[src/rtl/core/isqrt_pkg.sv]
// ----------------------------------------------------------------------------
// isqrt_pkg
// Shared constants and types for the pipelined integer square root.
// ----------------------------------------------------------------------------
package isqrt_pkg;

    localparam int ISQ_OPERAND_WIDTH   = 32;
    localparam int ISQ_ROOT_WIDTH      = 17;
    // root digits resolved in each pipeline stage
    localparam int ISQ_STEPS_PER_STAGE = 2;

    typedef struct packed {
        logic valid;
        logic neg;
    } t_isq_ctl;

endpackage

[src/rtl/core/integer_square_root.sv]
// ----------------------------------------------------------------------------
// integer_square_root
// Floor of the square root of a signed operand, fully pipelined.
// ----------------------------------------------------------------------------
// A word is taken at every clock edge where start is high and busy is low;
// busy is high during reset and in the cycle after it, then stays low,
// so one word can enter every cycle. Each word gives exactly one root on
// o_root, marked by o_valid for one cycle. o_valid rises once the word has
// passed an input register, one pipeline stage per two root bits and an
// output register. Results come out in order and cannot be held off.
// A negative operand gives -1; a root wider than o_root keeps its low bits.
module integer_square_root
    import isqrt_pkg::*;
#(
    parameter int OPERAND_WIDTH = ISQ_OPERAND_WIDTH
) (
    input  logic                            i_clk,
    input  logic                            i_rst_n,
    input  logic                            start,
    output logic                            busy,
    input  logic signed [OPERAND_WIDTH-1:0] i_value,
    output logic                            o_valid,
    output logic signed [ISQ_ROOT_WIDTH-1:0] o_root
);

    localparam int RW   = (OPERAND_WIDTH + 1) / 2;
    localparam int OPW  = 2 * RW;
    localparam int NSTG = (RW + ISQ_STEPS_PER_STAGE - 1) / ISQ_STEPS_PER_STAGE;
    localparam int LAST = RW - ISQ_STEPS_PER_STAGE * (NSTG - 1);
    localparam int LAT  = NSTG + 2;

    logic                        r_busy;
    t_isq_ctl                    r_in_ctl;
    logic [OPW-1:0]              r_in_opnd;
    logic                        r_valid;
    logic [ISQ_ROOT_WIDTH-1:0]   r_root, n_root;
    logic [ISQ_ROOT_WIDTH-1:0]   w_root_fit;

    t_isq_ctl                    c_ctl  [NSTG+1];
    logic [RW+1:0]               c_rem  [NSTG+1];
    logic [RW-1:0]               c_root [NSTG+1];
    logic [OPW-1:0]              c_opnd [NSTG+1];

    always_ff @(posedge i_clk) begin
        if (!i_rst_n) begin
            r_busy   <= 1'b1;
            r_in_ctl <= '0;
            r_valid  <= 1'b0;
        end else begin
            r_busy         <= 1'b0;
            r_in_ctl.valid <= start && !r_busy;
            r_in_ctl.neg   <= i_value[OPERAND_WIDTH-1];
            r_valid        <= c_ctl[NSTG].valid;
        end
        r_in_opnd <= OPW'($unsigned(i_value));
        r_root    <= n_root;
    end

    assign c_ctl[0]  = r_in_ctl;
    assign c_rem[0]  = '0;
    assign c_root[0] = '0;
    assign c_opnd[0] = r_in_opnd;

    for (genvar g = 0; g < NSTG; g++) begin : g_stage
        isqrt_stage #(
            .ROOT_W (RW),
            .NSTEP  ((g == NSTG - 1) ? LAST : ISQ_STEPS_PER_STAGE)
        ) u_stage (
            .i_clk   (i_clk),
            .i_rst_n (i_rst_n),
            .i_ctl   (c_ctl[g]),
            .i_rem   (c_rem[g]),
            .i_root  (c_root[g]),
            .i_opnd  (c_opnd[g]),
            .o_ctl   (c_ctl[g+1]),
            .o_rem   (c_rem[g+1]),
            .o_root  (c_root[g+1]),
            .o_opnd  (c_opnd[g+1])
        );
    end

    // fit the root to the result width, wrapping when it is wider
    if (RW >= ISQ_ROOT_WIDTH) begin : g_trunc
        assign w_root_fit = c_root[NSTG][ISQ_ROOT_WIDTH-1:0];
    end else begin : g_extend
        assign w_root_fit = ISQ_ROOT_WIDTH'(c_root[NSTG]);
    end

    assign n_root = c_ctl[NSTG].neg ? '1 : w_root_fit;

    assign busy    = r_busy;
    assign o_valid = r_valid;
    assign o_root  = r_root;

    // every result traces back to a word taken earlier, through the input register, the stages and the output register
    a_result_has_word: assert property (@(posedge i_clk) disable iff (!i_rst_n)
        o_valid |-> $past(start && !busy, LAT))
        else $error("result without a matching word");

    // a negative operand comes out as all ones
    a_negative_root: assert property (@(posedge i_clk) disable iff (!i_rst_n)
        (o_valid && $past(i_value[OPERAND_WIDTH-1], LAT)) |-> (&o_root))
        else $error("negative operand did not give -1");

    // once out of reset the block never refuses a word
    a_busy_stays_low: assert property (@(posedge i_clk) disable iff (!i_rst_n)
        !busy |=> !busy)
        else $error("busy raised outside reset");

endmodule

[src/rtl/core/isqrt_stage.sv]
// ----------------------------------------------------------------------------
// isqrt_stage
// One register stage of the digit-by-digit square root: resolves NSTEP root
// bits, two operand bits per root bit, and registers the partial state.
// ----------------------------------------------------------------------------
module isqrt_stage
    import isqrt_pkg::*;
#(
    parameter int ROOT_W = 16,
    parameter int NSTEP  = ISQ_STEPS_PER_STAGE
) (
    input  logic                  i_clk,
    input  logic                  i_rst_n,
    input  t_isq_ctl              i_ctl,
    input  logic [ROOT_W+1:0]     i_rem,
    input  logic [ROOT_W-1:0]     i_root,
    input  logic [2*ROOT_W-1:0]   i_opnd,
    output t_isq_ctl              o_ctl,
    output logic [ROOT_W+1:0]     o_rem,
    output logic [ROOT_W-1:0]     o_root,
    output logic [2*ROOT_W-1:0]   o_opnd
);

    t_isq_ctl              r_ctl;
    logic [ROOT_W+1:0]     r_rem, n_rem;
    logic [ROOT_W-1:0]     r_root, n_root;
    logic [2*ROOT_W-1:0]   r_opnd, n_opnd;

    always_comb begin
        logic [ROOT_W+1:0]   v_rem;
        logic [ROOT_W+1:0]   v_trial;
        logic [ROOT_W-1:0]   v_root;
        logic [2*ROOT_W-1:0] v_op;
        v_rem  = i_rem;
        v_root = i_root;
        v_op   = i_opnd;
        for (int k = 0; k < NSTEP; k++) begin
            // bring down the next pair of operand bits
            v_rem   = {v_rem[ROOT_W-1:0], v_op[2*ROOT_W-1 -: 2]};
            v_op    = v_op << 2;
            v_trial = {v_root, 2'b01};
            v_root  = v_root << 1;
            if (v_rem >= v_trial) begin
                v_rem     = v_rem - v_trial;
                v_root[0] = 1'b1;
            end
        end
        n_rem  = v_rem;
        n_root = v_root;
        n_opnd = v_op;
    end

    always_ff @(posedge i_clk) begin
        if (!i_rst_n) begin
            r_ctl <= '0;
        end else begin
            r_ctl <= i_ctl;
        end
        r_rem  <= n_rem;
        r_root <= n_root;
        r_opnd <= n_opnd;
    end

    assign o_ctl  = r_ctl;
    assign o_rem  = r_rem;
    assign o_root = r_root;
    assign o_opnd = r_opnd;

endmodule
[config.mk]
export PLATFORM = sky130hd
export DESIGN_NAME = integer_square_root
export DESIGN_NICKNAME = d
export VERILOG_FILES = /design/src/rtl/core/isqrt_pkg.sv /design/src/rtl/core/integer_square_root.sv /design/src/rtl/core/isqrt_stage.sv
export SDC_FILE = /design/constraint.sdc
export NUM_CORES = 1
export LEC_CHECK = 0
export BUFFER_PORTS_ARGS = -buffer_cell sky130_fd_sc_hd__buf_2
export CORE_MARGIN = 3
export CORE_UTILIZATION = 67
export CTS_CLUSTER_SIZE = 16
export DETAILED_ROUTE_END_ITERATION = 16
export GPL_ROUTABILITY_DRIVEN = 0
export PLACE_DENSITY = 0.82
export SLEW_MARGIN = 40
export SYNTH_ARGS = -nofsm -noshare
export SYNTH_HDL_FRONTEND = slang
export SYNTH_SLANG_ARGS = --single-unit
[constraint.sdc]
create_clock -name i_clk -period 14.9 [get_ports i_clk]
set_input_delay 2.235 -clock i_clk [delete_from_list [all_inputs] [get_ports i_clk]]
set_output_delay 2.235 -clock i_clk [all_outputs]
set_load 0.05 [all_outputs]
# Yosys cells after proc, flatten, opt, wreduce, memory -nomap -nowiden
# Index checks and enable logic that the tools add are counted.
# classes
n_addsub	15
magnitude_cmp	16
mux	33
reduce_logical	2
# op_table
op	n
two-way mux 16 bit	15
>= comparator 18 x 10 -> 1 bit	1
>= comparator 18 x 11 -> 1 bit	1
>= comparator 18 x 12 -> 1 bit	1
>= comparator 18 x 13 -> 1 bit	1
>= comparator 18 x 14 -> 1 bit	1
>= comparator 18 x 15 -> 1 bit	1
>= comparator 18 x 16 -> 1 bit	1
>= comparator 18 x 17 -> 1 bit	1
>= comparator 18 x 3 -> 1 bit	1
>= comparator 18 x 4 -> 1 bit	1
>= comparator 18 x 5 -> 1 bit	1
>= comparator 18 x 6 -> 1 bit	1
>= comparator 18 x 7 -> 1 bit	1
>= comparator 18 x 8 -> 1 bit	1
>= comparator 18 x 9 -> 1 bit	1
two-way mux 1 bit	17
two-way mux 17 bit	1
subtractor 16 x 10 -> 16 bit	1
subtractor 16 x 11 -> 16 bit	1
subtractor 16 x 12 -> 16 bit	1
subtractor 16 x 13 -> 16 bit	1
subtractor 16 x 14 -> 16 bit	1
subtractor 16 x 15 -> 16 bit	1
other kinds (12)	12
# totals
regBits	365
input_bits	35
out_inout_bits	19
wordCells	111

# Logic depth before layout (Yosys ltp)
# Gate-level depths: netlist of run 1.
# depth
ltp_word	4
ltp_mapped	22
ltp_nobuf	21

# Cells and area by module
# A second synthesis of run 1 with hierarchy kept.
# unflattened
hier_cells	3100
area_unflattened_um2	28835.2
# modules_own_cells
module	instances	cells_per_inst	area_per_inst_um2	seq_area_each_um2
isqrt_stage at g_stage[0].u_stage ...	5	383	3458.3	1281.2
isqrt_stage at g_stage[6].u_stage	1	369	3473.3	1281.2
isqrt_stage at g_stage[7].u_stage	1	371	3453.3	1281.2
isqrt_stage at g_stage[1].u_stage	1	370	3415.8	1281.2
integer_square_root	1	75	1201.2	1061.0

# Least setup slack after synthesis of run 1
# Ideal clock, no wire load.
# synth_path
kind	reg2reg
start	register g_stage[4].u_stage.r_root[9]
end	register g_stage[5].u_stage.r_rem[10]
setup_time_ns	0.121
arrival_time_ns	5.028
t_required_ns	14.779
setup_slack_ns	9.751
path_stages_with_launch	23
path_buffers	3
synth_period_minus_slack_ns	5.149
path_cell_list	dfxtp_1 inv_1 ha_1 a2111o_1 or4b_1 a221o_1 or2_4 buf_6 clkbuf_1 nor2_1 or2_2 inv_1 ha_1 a21oi_1 o21bai_1 a21oi_1 o21ai_0 a221o_1 a21o_1 a211oi_2 nand2_2 buf_6 mux2_4
# synth_via
elab_chain_len	4
word_cells_on_any_way	7
classes_between	add/sub (2); order compare (2); mux (3)
# synth_rtl
item	line_no	rtl
from (decl)	isqrt_stage.sv:26	logic [ROOT_W-1:0] r_root, n_root;
from (signal assigned)	isqrt_stage.sv:60	r_root <= n_root;
>= comparator 18 x 12 -> 1 bit *	isqrt_stage.sv:43	if (v_rem >= v_trial) begin
two-way mux 1 bit *	isqrt_stage.sv:43	
net g_stage[5].u_stage.n_root[1]	isqrt_stage.sv:26	
subtractor 16 x 13 -> 16 bit / >= comparator 18 x 13 -> 1 bit (equally long branches)	isqrt_stage.sv:44, isqrt_stage.sv:43	
two-way mux 16 bit *	isqrt_stage.sv:43	
net g_stage[5].u_stage.n_rem[10]	isqrt_stage.sv:25	logic [ROOT_W+1:0] r_rem, n_rem;
to (signal assigned)	isqrt_stage.sv:59	r_rem <= n_rem;
to (decl)	isqrt_stage.sv:25	
# Mark *: on every way through the listed nets, which the timed path passes. The rest lies on a longest branch.
# A chain may end at the register's enable or synchronous reset.

# Worst setup path in the final report of run 1
# layout_path
start	register g_stage[4].u_stage.r_root[9]
end	register g_stage[5].u_stage.r_rem[11]
# layout_via
elab_chain_len	4
word_cells_on_any_way	7
classes_between	add/sub (2); order compare (2); mux (3)
# layout_rtl
item	line_no
>= comparator 18 x 12 -> 1 bit / subtractor 16 x 12 -> 16 bit (equally long branches)	isqrt_stage.sv:43, isqrt_stage.sv:44
two-way mux 16 bit / two-way mux 1 bit (equally long branches)	isqrt_stage.sv:43
subtractor 16 x 13 -> 16 bit / >= comparator 18 x 13 -> 1 bit (equally long branches)	isqrt_stage.sv:44, isqrt_stage.sv:43
two-way mux 16 bit *	isqrt_stage.sv:43
net g_stage[5].u_stage.n_rem[11]	isqrt_stage.sv:25
# Marked as above.

==> impl.org, run 1 <==
** Outcome
- Status :: finished clean

** Timing
- Maximum clock frequency :: roughly 170 MHz
- In this run the tightest slew margin relative to its limit is 0.4000.
- Of the available clock period, the critical path in the final layout requires 0.3902.
- Fin crit period :: 5.814 ns
- On the final layout, the worst clock skew is 0.01189 ns.
- The number of pins with negative max-slew slack in the final report is 0.
- Setup repair after global routing left no endpoint under its margin.
- Slew @ Worst Pin :: between 0.8 and 0.9 ns
- The number of hold violations in the final report is 0.
- Sum of negative setup slack :: 0 ns
- Setup-failing EPs final :: 0

** Clock network
- Number of buffers created by CTS :: 36
- Longest Clk Path Bufs :: 3
- The tree built by TritonCTS fans out to 359 sinks.
- Hold_buf cts :: 0
- CTS tree :: built
- The clock tree synthesis step divided the H-tree into 2 levels.
- Buffers added to address setup during post-CTS repair amount to 0.
- Number of gates resized after cts :: 0
- Worst-Skew Late Latency :: 0.52 ns
- CTS root buffer :: clkbuf_16
- Clock input transition at the sequential cells of the worst setup and hold paths :: roughly 0.060 ns

** Worst setup path
- In this run the number of cells on the critical path is 20.
- The largest individual stage delay along the critical path comes from the cell or4b_1.
- The kind of cell with the highest combined delay along the critical path is compound AO/OA/AOI/OAI gates.
- Critical path data required time :: 15.31 ns
- Max incr delay on CP :: 0.49 ns
- The critical path starts at g_stage[4].u_stage.o_root[9]$_DFF_P_.
- The critical path goes through inv_1 > ha_1 > a2111o_1 > or4b_1 > a221o_1 > or2_4 > clkinv_1 > nor2_1 > or2_2 > inv_1 > ha_1 > a21oi_1 > o21bai_1 > a21oi_1 > o21ai_0 > a221o_1 > a21o_1 > a211oi_2 > nand2_2 > mux2_4.
- Startpoint type of the worst setup path :: flip-flop
- CP Capture Point :: g_stage[5].u_stage.o_rem[11]$_DFF_P_
- Cell count of the worst reg-to-reg path :: 20
- STA puts the critical path data arrival time at a little over 6 ns.
- Buffers & Inverters on Critical Path :: 3
- Worst setup EP type :: flip-flop
- Worst reg2reg path startpoint :: g_stage[4].u_stage.o_root[9]$_DFF_P_
- The critical path is of the reg2reg type.
- In this run the worst path has a maximum fanout of 21.
- Reg-to-reg setup timing slack :: 9.09 ns
- The endpoint identified for the worst register-to-register timing path is g_stage[5].u_stage.o_rem[11]$_DFF_P_.

** Synth
- Share of synthesized area spent on multiplexers :: 0.03726
- Of the total synthesized cell area, the portion taken by AND, OR, NAND and NOR gates is 0.1648.
- Post-synthesis instance area :: 17360 µm²
- Post-synth ARST share :: 0
- Yosys mapped the design onto 88 distinct sky130hd cell types.
- Main flop type after synthesis :: dfxtp_1
- For this run, the register share of the synthesized area comes to 0.4140.
- After synthesis the netlist holds a flip-flop and latch count of 359.
- By area, the combinational part of the netlist is dominated by compound AO/OA/AOI/OAI gates.
- Number of enable flip-flop cells after synthesis :: 0
- Synth Area in XOR/XNOR :: 0.06508
- Compound-cell area share of the yosys netlist :: 0.1743
- Averaged over all synthesized cells, the footprint is 9.425 µm².
- During synthesis, Yosys emitted a total of 0 warnings.
- Of the total synthesized cell area, the portion taken by full adders, half adders and majority gates is 0.1074.
- Post-Syn Instances :: between 1500 and 2000

** Route
- Met2 WL post-DR :: 17960 µm
- For this block, wires on met1 add up to 16970 µm.
- The routed design uses 2550 µm of met3 wire.
- The detail route stage leaves a number of antenna-violating nets equal to 0.
- In the routed design, unresolved DRC markers number 0.
- For this run, the detailed router's first-pass iteration total came to 6.
- After detailed routing, the number of vias per cell comes to roughly 6.
- The highest metal layer carrying signal wires in the routed design is met4.
- Total number of vias :: between 10000 and 15000
- Initial drt markers :: 1196
- After detailed routing, the total wire length is ~39000 µm.
- In the final routed layout, each cell accounts on average for 17.32 µm.

** Placed design
- Port buffering added 53 buffers.
- Detailed placement finished with a half-perimeter wire length of 28910 µm.
- In this run the cell area measured after placement is 17900 µm².

** Floorplanning
- The die is 167.0 µm wide.
- Core area :: 25330 µm²
- The initial utilization of the core area, before any placement, comes to 0.6855.
- Total Die Area :: approximately 28000 µm²
- Measured along the y axis, the die boundary spans about 170 µm.
- In this run the core area contains 58 standard-cell rows.
- Top-Level Pins :: 54

** Pwr
- Dividing total power by cell area gives a power density of 187.9 nW/µm².
- Across the VDD grid, the largest voltage drop is approximately 0.14 mV.
- Leakage power :: 8.938 nW

** Finish
- Post-route design area :: 19030 µm²
- Count of antenna diodes in the layout :: 0
- Relative to the synthesized area, the layout overhead comes to 9.621%.
- In the final design database the tool counted 2085 nets.
- Commonest non-fill, non-tap cell in the layout :: dfxtp_1
- Of the cells placed in the final design, the portion with a size suffix greater than 1 is 0.1098.
- The library cells used most frequently in the layout, excluding fill and tap cells, are dfxtp_1 (359), ha_1 (149), a21oi_1 (129).
- After filler insertion, the fill cell instance count of the layout stands at 1786.

** Flow run
- Max-Cap Viols :: 0

** Global route
- Aggregate global routing overflow :: 0
- Overall routing resource usage :: 0.2725
- The via count of the first global-routing pass is 13230.
- Initial antenna violation count :: 0
- Global-route wire length before repair :: about 64000 µm
- Entering global routing, the biggest net connects 25 pins.

** Hold path
- The tightest min-delay check is of the reg2reg type.
- The worst hold path was traced through 0 stages.
-- routing by layer --
layer	GRT usage	vias to the layer above
met4	0.1098	0
met2	0.4508	517
met1	0.3559	6373
li1	-	6705
met3	0.04723	133
met5	0	-
-- synthesized netlist by cell type, drive strengths merged (21+ instances only) --
cell type    n  area share
and2        38       0.014
xnor2       83       0.042
xor2        46       0.023
mux2        43       0.029
a21oi      130       0.037
nand2b      27      0.0097
nand4       22      0.0086
inv        124       0.027
ha         149        0.11
clkbuf      24      0.0052
nand2       99       0.022
nor2       119       0.026
nand3       35       0.010
o21ai       81       0.023
a21o        57       0.025
nor3        41       0.012
a211oi      21      0.0097
dfxtp      359        0.41
or2         32       0.012
nor2b       21      0.0076
-- per-stage QoR --
step	cells	power (W)	hold slack [ns]	utilization	setup slack (ns)
final	2252	0.003576	0.3244	0.7515	9.086
after global routing	2252	0.003789	0.3295	0.7515	8.719
after CTS	2252	0.003563	0.3262	0.7515	9.158
after detailed placement	2193	0.002685	0.3121	0.7069	9.187
after global placement	2193	0.002635	0.3096	0.7065	9.383
after floorplan	1843	0.002368	0.3096	-	9.751
-- cell type report --
cell class | count | area [µm²] | share of cell area
Clock inverter | 14 | 143.9 | 0.007560
Tap cell | 330 | 412.9 | 0.02169
Sequential cell | 359 | 7187 | 0.3776
Timing Repair Buffer | 55 | 280.3 | 0.01473
Multi-Input combinational cell | 1322 | 9547 | 0.5016
Inverter | 127 | 476.7 | 0.02505
Clock buffer | 45 | 984.7 | 0.05174
-- how the worst min path moves through the flow --
stage / startpoint / to / slack (ns)
6_report: g_stage[3].u_stage.o_opnd[26]$_DFF_P_ / g_stage[4].u_stage.o_opnd[30]$_DFF_P_ / 0.32
5_1_grt: g_stage[2].u_stage.o_opnd[17]$_DFF_P_ / g_stage[3].u_stage.o_opnd[21]$_DFF_P_ / 0.33
4_1_cts: r_in_opnd[18]$_DFF_P_ / g_stage[0].u_stage.o_opnd[22]$_DFF_P_ / 0.33
3_5_place_dp: r_in_opnd[18]$_DFF_P_ / g_stage[0].u_stage.o_opnd[22]$_DFF_P_ / 0.31
3_3_place_gp: r_in_opnd[7]$_DFF_P_ / g_stage[0].u_stage.o_opnd[11]$_DFF_P_ / 0.31
2_1_floorplan: r_in_opnd[6]$_DFF_P_ / g_stage[0].u_stage.o_opnd[10]$_DFF_P_ / 0.31
-- sequential cells by signal, summed over array words and instances, names as in the netlist --
| signal | count |
|---|---|
| busy | 1 |
| c_ctl | 2 |
| g_stage.u_stage.o_ctl | 16 |
| g_stage.u_stage.o_opnd | 112 |
| g_stage.u_stage.o_rem | 106 |
| g_stage.u_stage.o_root | 72 |
| o_root | 17 |
| o_valid | 1 |
| r_in_opnd | 32 |
-- worst reg2reg max path: cells and delay by family, from the launching register on --
kind / cells / cell delay, ns
AOI/OAI and AO/OA: 9 / 2.45
and+or+nand+nor: 5 / 1.56
adders and majority gates: 2 / 0.63
muxes: 1 / 0.39
DFF: 1 / 0.33
buffers and inverters: 3 / 0.33
-- where the power goes --
part           switching [W]  leakage, nW  total [W]  internal [W]
sequential          0.000127         3.00    0.00125       0.00113
clock               0.000370        0.549   0.000861      0.000491
combinational       0.000819         5.39    0.00146      0.000641
total                0.00132         8.94    0.00358       0.00226
-- cell families after synthesis --
group	after synthesis
fa+ha+maj	149
compound gates	453
mux	57
other cells	1
buf+inv	162
flops	359
simple gates	532
xor+xnor	129
(Power assumes the default switching activity.)
==> inputs of run 2 (changes only) <==
--- a/config.mk
+++ b/config.mk
@@ -5,13 +5,14 @@
 export SDC_FILE = /design/constraint.sdc
 export NUM_CORES = 1
 export LEC_CHECK = 0
+export ABC_AREA = 1
 export BUFFER_PORTS_ARGS = -buffer_cell sky130_fd_sc_hd__buf_2
 export CORE_MARGIN = 3
-export CORE_UTILIZATION = 67
+export CORE_UTILIZATION = 63
 export CTS_CLUSTER_SIZE = 16
 export DETAILED_ROUTE_END_ITERATION = 16
 export GPL_ROUTABILITY_DRIVEN = 0
-export PLACE_DENSITY = 0.82
+export PLACE_DENSITY = 0.77
 export SLEW_MARGIN = 40
 export SYNTH_ARGS = -nofsm -noshare
 export SYNTH_HDL_FRONTEND = slang
==> constraint.sdc (replaced) <==
create_clock -name i_clk -period 5.4 [get_ports i_clk]
set_input_delay 0.81 -clock i_clk [delete_from_list [all_inputs] [get_ports i_clk]]
set_output_delay 0.81 -clock i_clk [all_outputs]
set_load 0.05 [all_outputs]
==> run 2 against run 1 <==
Effect of this change: synthesized cell count rose by 44%; count of clock-buffer cells in the layout rose by 3; power rose to 2.9 times the previous value; register-to-register slack got worse by 8.2 ns; die area rose by 18%.
==> impl.org, run 2 <==
** Route
- Average routed wire per standard cell :: 14.17 µm (-18%)
- Number of detailed-routing iterations run before antenna repair :: 7 (+1)
- The number of vias in the routed layout came to 16840 (+23%).
- The number of design rule violations left after detail routing was 0 (unchanged).
- The detail-routed via count per cell was 5.388 (-12%).
- The final wirelength came to 44300 µm (+14%).
- The antenna violation net count after detailed routing came to 0 (unchanged).
- The number of design-rule violations left by the first detailed-router iteration came to 1378 (+15%).

** Synth
- The number of distinct standard cells referenced by the synthesized netlist was 57 (-35%).
- The synthesized area per cell was 7.283 µm² (-23%).
- Area share of the largest cell type after synthesis :: 0.3724 (-0.04157)
- The number of synthesized register bits was 359 (unchanged).
- Main flop type after synthesis :: dfxtp_1
- Post-synth ARST share :: 0 (unchanged)
- Register area share after synthesis :: 0.3724 (-0.04157)
- The most common cell in the synthesized netlist is nand2_1.
- Leading cell types by count after synthesis :: nand2_1 (751), dfxtp_1 (359), inv_1 (359)
- Post-Syn Instances :: 2650 (+44%)
- Post-synthesis instance area :: 19300 µm² (+11%)
- Post-synth top area cell :: dfxtp_1
- The number of enable-type register cells in the synthesized netlist is 0 (unchanged).
- Largest cells by area after synthesis :: dfxtp_1 (37%), nand2_1 (15%), ha_1 (9.7%)
- The Yosys warning count is 0 (unchanged).

** Pwr
- Internal power :: 0.006000 W (+170%)
- The proportion of total power due to net switching came to 0.4208 (+0.05284).
- Comb power frac :: 0.442 (+0.034)
- The relative contribution of the clock network to total power is 0.229 (-0.012).
- Leakage power :: 11.25 nW (+26%)
- The worst voltage drop across the vdd grid is 0.2906 mV (+100%).
- Psw :: 0.004359 W (+230%)
- The power density over the cells came to 494.0 nW/µm² (+160%).
- Proportion of power drawn by flip-flops and latches :: 0.329 (-0.022)

** Outcome
- The run finished with clean final reports.

** Finish
- Count of antenna diodes in the layout :: 0 (unchanged)
- The library cell used most frequently in the layout, excluding fill and tap cells, is nand2_1.
- The combined area of the multi-input logic cells is 10460 µm² (+9.6%).
- Number of flip-flops in the largest register :: 112 (unchanged)
- In the layout the commonest cells are nand2_1 (751), dfxtp_1 (359), inv_1 (358).
- Area taken by flip-flops and latches :: 7187 µm² (unchanged)
- Growth of design area from synthesis to finish :: 8.655%
- The share of post-route cells with drive strength above 1 was 0.1012 (-0.008539).
- The number of nets in the layout was 2896 (+39%).
- Post-route design area :: 20970 µm² (+10%)
- Number of fill cells :: 2479 (+39%)

** Placed design
- The placement-stage worst setup slack was 1.120 ns (-8.067 ns).
- Buffers added on ports :: 53 (unchanged)
- Detailed-placement wirelength estimate :: 35230 µm (+22%)
- Post-place instance area :: 19830 µm² (+11%)

** Clock network
- The number of buffers inserted by post-CTS setup repair is 0 (unchanged).
- The quantity of gates resized following cts is 0 (unchanged).
- The CTS sink count was 359 (unchanged).
- Number of H-tree branching levels :: 2 (unchanged)
- The tree is rooted in a clkbuf_16.
- Clock input transition at the sequential cells of the worst setup and hold paths :: 0.06 ns (about the same)
- The clock latency on the worst-skew pair came to 0.51 ns (about the same).
- The number of hold buffers added after cts is 0 (unchanged).
- The number of buffers on the longest clock path is 3 (unchanged).
- CTS tree :: built
- The total CTS buffers was 36 (unchanged).

** Worst setup path
- The critical path is of the reg2reg type.
- Worst setup EP type :: flip-flop
- Critical path data required time :: 5.86 ns (-9.45 ns)
- The worst setup path is launched from a flip-flop.
- The worst endpoint data arrival time came to 4.92 ns (-1.30 ns).
- Maximum fanout along the worst path :: 20 (-4.8%)

** Global route
- Met2 track demand over resource in global routing :: 0.4659 (+0.01518)
- The layer flagged by global routing as most heavily used is met2.
- Overall routing resource usage :: 0.2667 (-0.005817)
- Aggregate global routing overflow :: 0 (unchanged)
- Largest net degree at the start of global routing :: 30 (+20%)
- The global-route wire length before repair came to 73740 µm (+16%).
- Initial antenna violation count :: 1 (+1)
- Via count of the first global-routing pass :: 15980 (+21%)
- Met1 Usage GRT :: 0.3305 (-0.02537)
- Met3 track demand over resource in global routing :: 0.03443 (-0.01281)

** Timing
- Maximum clock frequency :: 223.8 MHz (+30%)
- Sum of negative setup slack :: 0 ns (unchanged)
- The final count of negative-setup-slack endpoints was 0 (unchanged).
- Period utilisation layout :: 0.8274 (+0.4372)
- Number of slew-limit violations in the final report :: 0 (unchanged)
- The slew of the pin with the lowest slew margin came to 0.8333 ns (-0.04394 ns).
- Number of hold violations in the final report :: 0 (unchanged)
- Fin crit period :: 4.468 ns (-1.346 ns)
- The clock skew is 0.01804 ns (+0.006144 ns).
- The max-slew headroom at the worst pin was 0.4407 (+0.04069).
- Final worst-path setup slack :: 0.9322 ns (-8.154 ns)
- Setup repair after global routing left no endpoint under its margin.

** Floorplanning
- Effective utilization at floorplan :: 0.6443 (-0.04119)
- The floorplan die area was 32770 µm² (+18%).
- The height of the chip is 181.0 µm (+8.4%).
- Horizontal die dimension :: 181.0 µm (+8.4%)
- The placeable core area came to 29950 µm² (+18%).
- The number of top-level pins is 54 (unchanged).
- The number of rows in the core area was 63 (+8.6%).

** Flow run
- The max-cap violation count is 0 (unchanged).

** Hold path
- Path type of the worst min-delay path :: reg2reg
## run 2: cell count changes in the layout (fill, tap and decap cells not counted), sizes merged, moves of 34 or more
cell / previous run / this run
inv: 129 / 379
a21o: 57 / 7
mux2: 43 / 0
nand2: 99 / 806
xnor2: 83 / 29
nor2: 119 / 210
nand3: 35 / 215
and2: 38 / 4
o21ai: 81 / 123
## run 2: path summary, 6_finish.rpt
path                            slack [ns]  cells after the start                               endpoint                             startpoint
worst max-delay path                  0.93                     20    g_stage[5].u_stage.o_rem[6]$_DFF_P_   g_stage[4].u_stage.o_root[5]$_DFF_P_
worst min-delay path                  0.32                      0  g_stage[1].u_stage.o_opnd[18]$_DFF_P_  g_stage[0].u_stage.o_opnd[14]$_DFF_P_
worst max register to register        0.93                     20    g_stage[5].u_stage.o_rem[6]$_DFF_P_   g_stage[4].u_stage.o_root[5]$_DFF_P_
worst min register to register        0.32                      0  g_stage[1].u_stage.o_opnd[18]$_DFF_P_  g_stage[0].u_stage.o_opnd[14]$_DFF_P_
## run 2: cell families (layout without fill, tap and decap cells)
logic type | after synthesis | in the layout | synth area share
xor gates and xnor gates | 94 | 94 | 0.04266
buffers and inverters | 411 | 496 | 0.08577
adders and majority gates | 149 | 149 | 0.09660
DFF | 359 | 359 | 0.3724
other | 1 | 2 | 0.0001943
and+or+nand+nor | 1351 | 1351 | 0.3212
AOI/OAI and AO/OA | 285 | 285 | 0.08117
## run 2: stage by stage
stage	power (W)	utilization	hold WS, ns	cells
6_report	0.01036	0.7001	0.3229	3126
5_1_grt	0.01116	0.7001	0.3225	3126
4_1_cts	0.01033	0.7001	0.3241	3126
3_5_place_dp	0.007920	0.6621	0.3121	3064
3_3_place_gp	0.007811	0.6621	0.3096	3064
2_1_floorplan	0.006914	-	0.3096	2651
## run 2: area by class of cell
type                            count  share of cell area
Inverter                          381             0.06820
Timing Repair Buffer               53             0.01265
Multi-Input combinational cell   1881              0.4989
Clock buffer                       48             0.04851
Clock inverter                     14            0.005788
Tap cell                          390             0.02327
Sequential cell                   359              0.3427
## run 2: critical path, cell delays in order, from the launching register on
cell and delay [ns]:
dfxtp_1 0.35, inv_1 0.08, ha_1 0.39, nand2_2 0.13, nor2_2 0.12, nand3_1 0.11
nand3_2 0.13, nand2_2 0.08, nand2_2 0.19, clkinv_1 0.46, o21ai_0 0.47, ha_1 0.40
a21oi_1 0.24, o21ai_0 0.18, nor2_1 0.17, nand2_2 0.09, nand3_2 0.06, nand2_2 0.21
inv_1 0.35, nand2_1 0.12, nand2_1 0.08
## run 2: power by group through the flow
stage	Combinational [W]	Sequential, W	Clock, W
floorplan	0.00352	0.00339	0
global placement	0.00436	0.00345	0
detailed placement	0.00446	0.00346	0
CTS	0.00449	0.00341	0.00243
global route	0.00516	0.00345	0.00254
finish	0.00458	0.00341	0.00237
## run 2: layer usage
metal | part of all wire | vias up
met5 | 0.00038 | -
met4 | 0.045 | 2
met3 | 0.064 | 148
met2 | 0.47 | 582
met1 | 0.42 | 7547
li1 | - | 8563
==> inputs of run 3 (changes only) <==
--- a/config.mk
+++ b/config.mk
@@ -8,11 +8,11 @@
 export ABC_AREA = 1
 export BUFFER_PORTS_ARGS = -buffer_cell sky130_fd_sc_hd__buf_2
 export CORE_MARGIN = 3
-export CORE_UTILIZATION = 63
+export CORE_UTILIZATION = 57
 export CTS_CLUSTER_SIZE = 16
 export DETAILED_ROUTE_END_ITERATION = 16
 export GPL_ROUTABILITY_DRIVEN = 0
-export PLACE_DENSITY = 0.77
+export PLACE_DENSITY = 0.74
 export SLEW_MARGIN = 40
 export SYNTH_ARGS = -nofsm -noshare
 export SYNTH_HDL_FRONTEND = slang
==> constraint.sdc (replaced) <==
create_clock -name i_clk -period 3.89 [get_ports i_clk]
set_input_delay 0.5835 -clock i_clk [delete_from_list [all_inputs] [get_ports i_clk]]
set_output_delay 0.5835 -clock i_clk [all_outputs]
set_load 0.05 [all_outputs]
==> run 3 against run 2 <==
Effect of this change: wire length rose by 1.8%; register-to-register slack got worse by 0.76 ns; global-route usage fell by 2.0 points; hold slack got worse by 0.17 ns; die area rose by 10%; cell count rose by 2.9%; final area rose by 2.8%; sequential share of layout area fell by 0.92 points; largest cell class unchanged; power rose by 43%; non-clock buffer count rose by 35; clock skew rose by 0.0092 ns; first-iteration DRC count fell by 6.5%.
==> impl.org, run 3 (same netlist as run 2, synthesis figures left out) <==
** Floorplanning
- The number of rows in the core area came to 66 (+4.8%).
- Horizontal die dimension :: 190.0 µm (+5.0%)
- The height of the chip came to 190.0 µm (+5.0%).
- The number of top-level pins is 54 (unchanged).
- The effective utilization at floorplan was 0.5857 (-0.05857).
- Core area :: 32950 µm² (+10%)
- Total Die Area :: 36100 µm² (+10%)

** Route
- The detail-routed via count per cell came to 5.273 (-2.1%).
- The antenna violation net count after detailed routing is 0 (unchanged).
- Remaining design rule violation count :: 0 (unchanged)
- Initial drt markers :: 1288 (-6.5%)
- Routed WL :: 45110 µm (+1.8%)
- The iteration count of the initial detailed-routing pass came to 6 (-1).
- The final routed wire length divided by cell count was 14.02 µm (-1.1%).
- The number of vias in the routed layout came to 16960 (+0.72%).

** Timing
- Number of hold violations in the final report :: 0 (unchanged)
- Setup repair after global routing could not meet its margin everywhere.
- Final worst clock skew :: 0.02726 ns (+0.009224 ns)
- Number of slew-limit violations in the final report :: 0 (unchanged)
- The final critical path time including I/O delays and setup is 3.716 ns (-0.7514 ns).
- Setup-failing EPs final :: 0 (unchanged)
- The maximum clock frequency was 269.1 MHz (+20%).
- The slew of the pin with the lowest slew margin was 0.6882 ns (-0.1451 ns).
- Worst max-slew margin expressed relative to the limit :: 0.5381 (+0.09738)
- Period utilisation layout :: 0.9554 (+0.1280)

** Clock network
- The number of hold buffers added after cts came to 0 (unchanged).
- The clock latency on the worst-skew pair was 0.54 ns (+0.03 ns).
- Sink count of the clock tree :: 359 (unchanged)
- The total CTS buffers is 36 (unchanged).
- CTS root buffer :: clkbuf_16
- TritonCTS built the clock tree.
- Number of H-tree branching levels :: 2 (unchanged)
- Clock input transition at the sequential cells of the worst setup and hold paths :: 0.06 ns (about the same)
- The number of buffers on the longest clock path is 3 (unchanged).

** Finish
- Growth of design area from synthesis to finish :: 11.69%
- The count of antenna diodes in the layout is 0 (unchanged).
- In the layout the commonest cells are nand2_1 (750), inv_1 (357), dfxtp_1 (357).
- Commonest non-fill, non-tap cell in the layout :: nand2_1
- The share of post-route cells with drive strength above 1 was 0.1236 (+0.02236).
- Number of flip-flops in the largest register :: 112 (unchanged)
- The number of nets in the layout came to 2933 (+1.3%).
- The final non-filler cell total is 3217 (+2.9%).

** Worst setup path
- The worst setup path is captured at a flip-flop.
- Reg-to-reg setup timing slack :: 0.17 ns (-0.76 ns)
- Maximum fanout along the worst path :: 7 (-65%)
- The total buffers and inverters traversed by the critical path was 4 (+1).
- In this design, the largest share of critical-path delay is due to simple AND/OR/NAND/NOR gates.
- Max incr delay on CP :: 0.41 ns (-0.06 ns)
- Critical path data required time :: 4.36 ns (-1.50 ns)
- By instance count, the cell type seen most on the critical path is nand2_1.
- The worst endpoint data arrival time came to 4.18 ns (-0.74 ns).
- CP cell instances :: inv_1 > ha_1 > nand2_1 > inv_1 > nand2_1 > nand3_2 > nand2_4 > nand2_2 > nor2_4 > nand2_1 > o21ai_1 > ha_1 > a21oi_1 > o21ai_0 > o21bai_2 > inv_2 > nor2_4 > nor2_4 > buf_4 > nand3_1 > nand2_1
- The critical path in this run is classified as reg2reg.
- Startpoint type of the worst setup path :: flip-flop
- The slowest stage of the critical path is the dfxtp_1 cell.

** Placed design
- The detailed placer's ending HPWL came to 35640 µm (+1.2%).
- Inst Count DP :: 3136 (+2.3%)
- The number of I/O port buffers is 53 (unchanged).

** Flow run
- Max-Cap Viols :: 0 (unchanged)

** Global route
- The final global-route overflow total came to 0 (unchanged).
- The via count of the first global-routing pass was 15970 (-0.031%).
- Global-route wire length before repair :: 73710 µm (about the same)
- The largest net degree at the start of global routing is 24 (-20%).
- The total routing usage reported by global routing was 0.2463 (-0.02042).
- The number of antenna violations at the first check in global routing is 0 (-1).

** Pwr
- Worst voltage drop across the vdd grid :: 0.3871 mV (+33%)
- The power density over the cells is 686.8 nW/µm² (+39%).
- The final total power is 0.01480 W (+43%).
- The total leakage power is 11.47 nW (+2.0%).

** Outcome
- The run finished with clean final reports.

** Hold path
- The worst hold path belongs to the class in2reg.
-- run 3: cell count changes in the layout (fill, tap and decap cells not counted), sizes merged --
cell | previous run | this run
buf | 53 | 88
bufinv | 1 | 4
clkinv | 9 | 12
clkbuf | 48 | 46
inv | 379 | 378
nor2 | 210 | 211
-- run 3: worst reg2reg max path, stage by stage, from the launching register on --
cell	delay, ns
dfxtp_1	0.41
inv_1	0.09
ha_1	0.34
nand2_1	0.15
inv_1	0.05
nand2_1	0.07
nand3_2	0.14
nand2_4	0.15
nand2_2	0.11
nor2_4	0.19
nand2_1	0.08
o21ai_1	0.18
ha_1	0.36
a21oi_1	0.22
o21ai_0	0.12
o21bai_2	0.24
inv_2	0.08
nor2_4	0.04
nor2_4	0.22
buf_4	0.21
nand3_1	0.09
nand2_1	0.11
-- run 3: layout make-up --
class | count | area [µm²]
well taps | 442 | 553.0
clock buffers | 46 | 1010
multi-input cells | 1882 | 10610
clock inverters | 18 | 211.5
inverters | 381 | 1439
repair buffers | 88 | 531.8
fillers | 2838 | 11390
repair inverters | 1 | 7.507
flip-flops and latches | 359 | 7189
-- run 3: path summary, 6_finish.rpt --
| kind | endpoint | cells past startpoint | startpoint |
|---|---|---|---|
| max | g_stage[4].u_stage.o_rem[8]$_DFF_P_ | 21 | g_stage[3].u_stage.o_root[3]$_DFF_P_ |
| min | r_in_opnd[10]$_DFF_P_ | 1 | i_value[10] |
| max reg2reg | g_stage[4].u_stage.o_rem[8]$_DFF_P_ | 21 | g_stage[3].u_stage.o_root[3]$_DFF_P_ |
| min reg2reg | g_stage[0].u_stage.o_opnd[15]$_DFF_P_ | 0 | r_in_opnd[11]$_DFF_P_ |
-- run 3: through the flow --
stage               setup TNS, ns  hold WS [ns]  utilization  setup WS (ns)  cell area (µm²)
global placement                0        0.3097       0.6084         0.1507            20050
detailed placement       -0.09329        0.3121       0.6084       -0.03788            20050
finish                          0        0.1559       0.6542         0.1736            21560
global route              -0.1219        0.1454       0.6542       -0.04360            21560
CTS                             0        0.1419       0.6456        0.04086            21270
floorplan                       0        0.3096            -         0.5356            19300
-- run 3: metal layers --
layer | share of wire | routed length, µm | track usage
met2 | 0.48 | 21450 | 0.4359
met5 | 0 | 0 | 0
met4 | 0.045 | 2039 | 0.1140
met1 | 0.42 | 18940 | 0.2953
met3 | 0.059 | 2673 | 0.03427
-- run 3: report_power, final --
group	switching (W)	internal, W	total, W	leakage (nW)
sequential	0.000448	0.00431	0.00475	3.00
clock	0.00141	0.00211	0.00352	0.594
combinational	0.00427	0.00226	0.00653	7.87
total	0.00613	0.00868	0.0148	11.5
-- run 3: repair_timing --
action                                  CTS  global route
setup buffers                             0            15
hold endpoints to repair                  0             0
cloned                                    0             2
pin swaps                                 0             7
gates resized for setup                   1            52
endpoints found under the setup margin   16            61
